===== config.mk =====
export PLATFORM = sky130hd
export DESIGN_NAME = six_bit_text_codec_top
export DESIGN_NICKNAME = d
export VERILOG_FILES = /design/src/rtl/sbtc_pkg.sv /design/src/rtl/sbtc_group.sv /design/src/rtl/sbtc_serial.sv /design/src/rtl/six_bit_text_codec_top.sv
export SDC_FILE = /design/constraint.sdc
export NUM_CORES = 1
export LEC_CHECK = 0
export BUFFER_PORTS_ARGS = -buffer_cell sky130_fd_sc_hd__buf_4
export CAP_MARGIN = 20
export CORE_MARGIN = 5
export CORE_UTILIZATION = 45
export DETAILED_ROUTE_END_ITERATION = 16
export PLACE_DENSITY = 0.73
export SLEW_MARGIN = 20
export SYNTH_ARGS = -nofsm -noshare
export SYNTH_HDL_FRONTEND = slang
export SYNTH_SLANG_ARGS = --single-unit

===== constraint.sdc =====
create_clock -name clk -period 3.95 [get_ports clk]
set_input_delay 1.185 -clock clk [delete_from_list [all_inputs] [get_ports clk]]
set_output_delay 1.185 -clock clk [all_outputs]
set_load 0.005 [all_outputs]

===== src/rtl/sbtc_pkg.sv =====
// ---------------------------------------------------------------------------
// sbtc_pkg: shared types and tables for the six-bit text codec
// Holds the 64-entry alphabet, its inverse lookup and the result batch type.
// ---------------------------------------------------------------------------
package sbtc_pkg;

	localparam int unsigned ALPHA_SIZE = 64;
	localparam int unsigned CODE_W     = 6;
	localparam int unsigned BYTE_W     = 8;
	localparam int unsigned GROUP_W    = 24;
	localparam int unsigned MAX_RES    = 4;
	localparam int unsigned NUM_W      = 3;

	// Printable alphabet, code 0 first
	localparam logic [BYTE_W-1:0] ALPHABET [ALPHA_SIZE] = '{
		8'h21, 8'h22, 8'h23, 8'h24, 8'h25, 8'h26, 8'h27, 8'h28,
		8'h29, 8'h2A, 8'h2B, 8'h2C, 8'h2D, 8'h30, 8'h31, 8'h32,
		8'h33, 8'h34, 8'h35, 8'h36, 8'h38, 8'h39, 8'h40, 8'h41,
		8'h42, 8'h43, 8'h44, 8'h45, 8'h46, 8'h47, 8'h48, 8'h49,
		8'h4A, 8'h4B, 8'h4C, 8'h4D, 8'h4E, 8'h50, 8'h51, 8'h52,
		8'h53, 8'h54, 8'h55, 8'h56, 8'h58, 8'h59, 8'h5A, 8'h5B,
		8'h60, 8'h61, 8'h62, 8'h63, 8'h64, 8'h65, 8'h66, 8'h68,
		8'h69, 8'h6A, 8'h6B, 8'h6C, 8'h6D, 8'h70, 8'h71, 8'h72
	};

	// Results caused by one input word, vals[0] goes out first
	typedef struct packed {
		logic [NUM_W-1:0]                num;
		logic                            err;
		logic [MAX_RES-1:0][BYTE_W-1:0] vals;
	} sbtc_batch_t;

	// Character for a six-bit code
	function automatic logic [BYTE_W-1:0] enc_char(input logic [CODE_W-1:0] c);
		return ALPHABET[c];
	endfunction

	// Inverse lookup: bit 6 set means the character is not in the alphabet
	function automatic logic [CODE_W:0] dec_code(input logic [BYTE_W-1:0] ch);
		logic [CODE_W:0] code;
		code = {1'b1, {CODE_W{1'b0}}};
		for (int i = 0; i < ALPHA_SIZE; i++) begin
			if (ALPHABET[i] == ch) begin
				code = {1'b0, CODE_W'(i)};
			end
		end
		return code;
	endfunction

endpackage


===== src/rtl/sbtc_group.sv =====
// ---------------------------------------------------------------------------
// sbtc_group: group collector and converter
// Keeps the partial group and the mode register, and turns each accepted
// word into a batch of zero to four results in one pass of logic.
// ---------------------------------------------------------------------------
module sbtc_group
	import sbtc_pkg::*;
(
	input  logic              clk,
	input  logic              arst_n,
	input  logic              decode_mode_we,
	input  logic              decode_mode,
	input  logic              item_acc,
	input  logic              kind,
	input  logic [7:0]        data_value,
	output sbtc_batch_t       batch
);

	logic                 mode_q;
	logic [GROUP_W-1:0]   bits_q;
	logic [1:0]           cnt_q;
	logic [GROUP_W-1:0]   nxt_bits;
	logic [1:0]           nxt_cnt;
	logic [GROUP_W-1:0]   ins_byte;
	logic [GROUP_W-1:0]   ins_code;
	logic [GROUP_W-1:0]   merged;
	logic [CODE_W:0]      code;

	// Four characters of a 24-bit group, high bits first
	function automatic sbtc_batch_t make_chars(input logic [GROUP_W-1:0] w);
		sbtc_batch_t b;
		b.num     = NUM_W'(MAX_RES);
		b.err     = 1'b0;
		b.vals[0] = enc_char(w[23:18]);
		b.vals[1] = enc_char(w[17:12]);
		b.vals[2] = enc_char(w[11:6]);
		b.vals[3] = enc_char(w[5:0]);
		return b;
	endfunction

	// First n bytes of a 24-bit group
	function automatic sbtc_batch_t make_bytes(input logic [GROUP_W-1:0] w,
	                                           input logic [NUM_W-1:0] n);
		sbtc_batch_t b;
		b.num     = n;
		b.err     = 1'b0;
		b.vals[0] = w[23:16];
		b.vals[1] = w[15:8];
		b.vals[2] = w[7:0];
		b.vals[3] = '0;
		return b;
	endfunction

	// Place the incoming byte or code at the next free slot
	always_comb begin
		code = dec_code(data_value);
		case (cnt_q)
			2'd0: ins_byte = {data_value, 16'h0};
			2'd1: ins_byte = {8'h0, data_value, 8'h0};
			default: ins_byte = {16'h0, data_value};
		endcase
		case (cnt_q)
			2'd0: ins_code = {code[CODE_W-1:0], 18'h0};
			2'd1: ins_code = {6'h0, code[CODE_W-1:0], 12'h0};
			2'd2: ins_code = {12'h0, code[CODE_W-1:0], 6'h0};
			default: ins_code = {18'h0, code[CODE_W-1:0]};
		endcase
	end

	// Next group state and the result batch
	always_comb begin
		nxt_bits = bits_q;
		nxt_cnt  = cnt_q;
		batch    = '0;
		merged   = bits_q | (mode_q ? ins_code : ins_byte);
		if (!mode_q) begin
			if (kind) begin
				if (cnt_q != 2'd0) begin
					batch = make_chars(bits_q);
				end
				nxt_bits = '0;
				nxt_cnt  = '0;
			end else if (cnt_q == 2'd2) begin
				batch    = make_chars(merged);
				nxt_bits = '0;
				nxt_cnt  = '0;
			end else begin
				nxt_bits = merged;
				nxt_cnt  = cnt_q + 2'd1;
			end
		end else begin
			if (kind) begin
				if (cnt_q >= 2'd2) begin
					batch = make_bytes(bits_q, NUM_W'(cnt_q) - NUM_W'(1));
				end
				nxt_bits = '0;
				nxt_cnt  = '0;
			end else if (code[CODE_W]) begin
				// character outside the alphabet: one error result, group dropped
				batch.num = NUM_W'(1);
				batch.err = 1'b1;
				nxt_bits  = '0;
				nxt_cnt   = '0;
			end else if (cnt_q == 2'd3) begin
				batch    = make_bytes(merged, NUM_W'(3));
				nxt_bits = '0;
				nxt_cnt  = '0;
			end else begin
				nxt_bits = merged;
				nxt_cnt  = cnt_q + 2'd1;
			end
		end
	end

	// Mode register and partial group; a mode write drops the group
	always_ff @(posedge clk or negedge arst_n) begin
		if (!arst_n) begin
			mode_q <= 1'b0;
			bits_q <= '0;
			cnt_q  <= '0;
		end else if (decode_mode_we) begin
			mode_q <= decode_mode;
			bits_q <= '0;
			cnt_q  <= '0;
		end else if (item_acc) begin
			bits_q <= nxt_bits;
			cnt_q  <= nxt_cnt;
		end
	end

endmodule


===== src/rtl/sbtc_serial.sv =====
// ---------------------------------------------------------------------------
// sbtc_serial: result register
// Holds one batch and shifts it out one result word per cycle while res_stall is low.
// ---------------------------------------------------------------------------
module sbtc_serial
	import sbtc_pkg::*;
(
	input  logic         clk,
	input  logic         arst_n,
	input  logic         load,
	input  sbtc_batch_t  batch,
	output logic         busy,
	output logic         res_valid,
	input  logic         res_stall,
	output logic [7:0]   value,
	output logic         is_error,
	output logic         last
);

	logic [NUM_W-1:0]                num_s1;
	logic                            err_s1;
	logic [MAX_RES-1:0][BYTE_W-1:0] vals_s1;
	logic                            take;

	assign res_valid = (num_s1 != '0);
	assign take      = res_valid && !res_stall;
	assign value     = vals_s1[0];
	assign is_error  = err_s1;
	assign last      = (num_s1 == NUM_W'(1));
	// busy while a result stays in the register after this cycle
	assign busy      = (num_s1 > NUM_W'(1)) || (last && res_stall);

	// Count of pending results
	always_ff @(posedge clk or negedge arst_n) begin
		if (!arst_n) begin
			num_s1 <= '0;
		end else if (load) begin
			num_s1 <= batch.num;
		end else if (take) begin
			num_s1 <= num_s1 - NUM_W'(1);
		end
	end

	// Result words, shifted toward slot 0
	always_ff @(posedge clk) begin
		if (load) begin
			vals_s1 <= batch.vals;
			err_s1  <= batch.err;
		end else if (take) begin
			vals_s1 <= {8'h0, vals_s1[MAX_RES-1:1]};
		end
	end

endmodule


===== src/rtl/six_bit_text_codec_top.sv =====
// ---------------------------------------------------------------------------
// six_bit_text_codec_top: BinHex six-bit alphabet codec
// Encodes bytes to printable characters or decodes them back, by group.
// ---------------------------------------------------------------------------
// An input word is taken whenever the result register is empty or is
// handing over its final result; its group is converted in that same
// cycle and the results land in the result register. Results leave one
// word per cycle through the single result port while res_stall is low,
// so a word that completes a group holds the input until its final result
// is handed over: four results for an encoded group or non-empty flush, up
// to three for a decoded group, one for a bad character. Words that only
// fill the group add no results and go at one per cycle while item_stall is
// low. A stream's input rate is set by the completing word waiting for its
// batch to drain. Writing decode_mode drops any partial group and must be
// done only while the codec is idle.
module six_bit_text_codec_top
	import sbtc_pkg::*;
(
	input  logic        clk,
	input  logic        arst_n,
	input  logic        decode_mode_we,
	input  logic        decode_mode,
	input  logic        item_valid,
	output logic        item_stall,
	input  logic        kind,
	input  logic [7:0]  data_value,
	output logic        res_valid,
	input  logic        res_stall,
	output logic [7:0]  value,
	output logic        is_error,
	output logic        last
);

	sbtc_batch_t batch;
	logic        busy;
	logic        item_acc;

	assign item_stall = busy;
	assign item_acc   = item_valid && !busy;

	// Group state and conversion
	sbtc_group u_group (
		.clk            (clk),
		.arst_n         (arst_n),
		.decode_mode_we (decode_mode_we),
		.decode_mode    (decode_mode),
		.item_acc       (item_acc),
		.kind           (kind),
		.data_value     (data_value),
		.batch          (batch)
	);

	// Result register and output shifter
	sbtc_serial u_serial (
		.clk       (clk),
		.arst_n    (arst_n),
		.load      (item_acc),
		.batch     (batch),
		.busy      (busy),
		.res_valid (res_valid),
		.res_stall (res_stall),
		.value     (value),
		.is_error  (is_error),
		.last      (last)
	);

	// Input only waits on pending results
	a_stall_needs_results: assert property (@(posedge clk) disable iff (!arst_n)
		item_stall |-> res_valid)
		else $error("input stalled with no result pending");

	// A batch is not cut short
	a_batch_continues: assert property (@(posedge clk) disable iff (!arst_n)
		res_valid && !res_stall && !last |=> res_valid)
		else $error("result batch ended before its last word");

	// An error result stands alone
	a_error_is_last: assert property (@(posedge clk) disable iff (!arst_n)
		res_valid && is_error |-> last && (value == 8'h00))
		else $error("error result not a single zero word");

endmodule

==> flow_summary.json <==
{
  "status": "complete, no violations",
  "worst_ep_arrival_time_ns": 4.01,
  "synth_top_cell_area_share": 0.105,
  "hold_violations": 0,
  "dp.cells": 1640,
  "max_freq_ghz": 0.256,
  "final_core_util": 0.572,
  "initial_utilization": 0.455,
  "stdcell_count": 1664,
  "cts_buffers": 9,
  "dp.final_hpwl_mm": 24.3,
  "p_seq_frac": 0.308,
  "wirelength_mm": 33.1,
  "crit_chain": "buf_4 > or4b_4 > a2111oi_4 > a21oi_1 > and4_4 > o21a_1 > inv_1 > buf_4 > nand4_1 > a21oi_1 > nor4_1 > o41ai_1",
  "cts_buffer_depth": 2,
  "setup_viol": 0,
  "startpoint_type": "primary input",
  "slowest_delay_ns": 0.56,
  "reg2reg_from": "u_group.cnt_q[0]",
  "grt_usage": 0.270,
  "grt_overflow_total": 0,
  "core_um2": 20200,
  "synth.distinct_cells": 104,
  "period_share": 0.989,
  "drive_above_1_share": 0.257,
  "clkTransAtPathRegs_ns": 0.05,
  "portBuffers": 26,
  "syn_inst": 1238,
  "vias": 10600,
  "grt_pass1_wl_mm": 52.3,
  "worst_skew_pair.late_latency_ns": 0.35,
  "ys_seq_area_frac": 0.187,
  "hold_class": "flip-flop to flip-flop",
  "synth.most_common_cell": "nand2_1",
  "cts_root_buf": "clkbuf_16",
  "critPathSlowestCell": "or4b_4",
  "grt_max_degree": 31,
  "required_ns": 4.05,
  "syn_area_um2": 9170,
  "maxCapViolCount": 0,
  "rsz0062_at_grt": "yes",
  "die_y_um": 153,
  "r2r_setup_slack_ns": 0.37,
  "rows": 52,
  "nFillCells": 1852,
  "yosysTopAreaCell": "edfxtp_1",
  "area_growth_pct": 25.9,
  "min_period_ns": 3.91,
  "layout.nets": 1477,
  "p_sw_frac": 0.381,
  "power_frac_clock": 0.244,
  "relSlewSlack": 0.381,
  "synth_edf_count": 32,
  "async_flop_share": 0.484,
  "wl_per_cell_um": 19.9,
  "ios": 27,
  "r2r-end": "u_serial.vals_s1[27]",
  "vdd_drop_max_v": 0.000196,
  "num_antenna_cells": 0,
  "grt_pass1_vias": 9695,
  "ys_seq_elements": 62,
  "critPathCaptureType": "flip-flop",
  "critPathLaunch": "data_value[3]",
  "power_density_nw_per_um2": 281,
  "synth_nets": 1326,
  "htree_num_levels": 3,
  "synth_area_leaders": "edfxtp_1 (10%), ha_1 (10%), dfrtp_1 (8.2%)",
  "cp.depth": 12,
  "antenna_found_initial": 0,
  "synthFlopType": "edfxtp_1",
  "dieWidth_um": 153,
  "endpoint": "u_serial.vals_s1[16]",
  "routed_via_density": 6.39,
  "p_comb_frac": 0.449,
  "criticalPathCategory": "primary input to flip-flop",
  "p_leak_nw": 4.50,
  "p_int_mw": 2.01,
  "finalClockSkew_ns": 0.00432,
  "gp_congestion": 1.05,
  "power_switching_mw": 1.24,
  "die_area_um2": 23300,
  "crit_fanout": 18,
  "cp_num_buf_inv": 3,
  "drv_slew": 0,
  "ff2ff_path_depth": 13,
  "synth_warnings": 0,
  "ant_nets": 0,
  "cts_tree": "done",
  "ys_top_cells_by_count": "nand2_1 (127), o21ai_0 (125), a21oi_1 (121)",
  "cts_num_sinks": 62,
  "max_slew.worst_pin.slew_ns": 0.929,
  "drcViolationCount": 0,
  "syn_area_per_cell_um2": 7.41,
  "drt_first_pass_iters": 6,
  "drt_iter0_markers": 1214,
  "cp_top_family": "compound AO/OA/AOI/OAI gates"
}
power groups by stage:
stage                     Sequential [mW]  Clock [mW]  Combinational (mW)
after global routing                 1.01       0.824                1.56
final                               0.999       0.791                1.46
after CTS                           0.994       0.790                1.38
after global placement               1.00           0                1.36
after floorplan                     0.960           0               0.854
after detailed placement             1.00           0                1.38
kinds of logic (layout without fill, tap and decap cells):
family | Yosys count | after routing | share of synthesized area
adder cells (fa/ha/maj) | 75 | 75 | 0.102
multiplexers | 28 | 28 | 0.0396
AO/OA/AOI/OAI | 485 | 485 | 0.350
XOR/XNOR | 15 | 15 | 0.0143
buffers and inverters | 161 | 317 | 0.0790
AND/OR/NAND/NOR | 412 | 412 | 0.228
flip-flops | 62 | 62 | 0.187
repair_timing:
action | CTS | global route
gates resized for setup | 1 | 55
pin swaps | 0 | 24
setup buffers | 0 | 7
endpoints found under the setup margin | 3 | 24
hold endpoints to repair | 0 | 0
cloned | 0 | 1
hold buffers | 0 | 0
worst min path at each step:
stage | start | endpoint | slack, ns | cells after the start
2_1_floorplan | u_serial.num_s1[1] | u_serial.num_s1[1] | 0.49 | 1
3_3_place_gp | u_serial.num_s1[1] | u_serial.num_s1[1] | 0.51 | 1
5_1_grt | u_serial.num_s1[2] | u_serial.num_s1[2] | 0.56 | 1
6_report | u_serial.num_s1[1] | u_serial.num_s1[1] | 0.53 | 1
4_1_cts | u_serial.num_s1[1] | u_serial.num_s1[1] | 0.53 | 1
3_5_place_dp | u_serial.num_s1[1] | u_serial.num_s1[1] | 0.52 | 1
per-layer routing:
metal	vias up	wire length, µm	track usage
met5	-	0	0
li1	4975	-	-
met4	0	1460	0.102
met3	132	3050	0.0494
met1	4975	13200	0.352
met2	550	15400	0.446
final cells by class:
cell class	instances	area [µm²]	share of cell area
Multi-Input combinational cell	1015	7020	0.608
Timing Repair Buffer	257	2030	0.176
Sequential cell	62	1710	0.148
Tap cell	270	338	0.0293
Clock buffer	11	233	0.0202
Inverter	44	168	0.0145
Clock inverter	5	50.0	0.00434
registers in the layout, summed over array words and instances, names as in the netlist:
| name | count |
|---|---|
| u_serial.num_s1 | 3 |
| u_serial.vals_s1 | 23 |
| u_serial.is_error | 1 |
| u_serial.value | 8 |
| u_group.mode_q | 1 |
| u_group.cnt_q | 2 |
| u_group.bits_q | 24 |
cells in the final DEF, fill, tap and decap left out, types with 13 or more instances in the layout:
master      n
nand3_1    18
nand2_1   127
inv_1      35
a21oi_1   117
nor2b_1    28
nor2_1     97
edfxtp_1   32
a211oi_1   22
o21ai_0   120
o21a_1     13
o211ai_1   20
o31ai_1    13
dfrtp_1    30
a31oi_1    17
nor3_1     37
buf_4     246
ha_1       66
mux2i_1    16
stage by stage:
step | cell area (µm²) | total power, mW | hold WS (ns) | TNS (ns) | setup WS [ns]
floorplan | 9270 | 1.81 | 0.487 | -0.167 | -0.120
CTS | 11200 | 3.17 | 0.530 | 0 | 0.00286
global placement | 10900 | 2.36 | 0.510 | -6.29 | -0.408
global route | 11500 | 3.40 | 0.562 | -0.143 | -0.0687
detailed placement | 10900 | 2.38 | 0.516 | -6.09 | -0.443
finish | 11500 | 3.25 | 0.529 | 0 | 0.0436
Note: power is estimated with default switching activity, not from simulation.
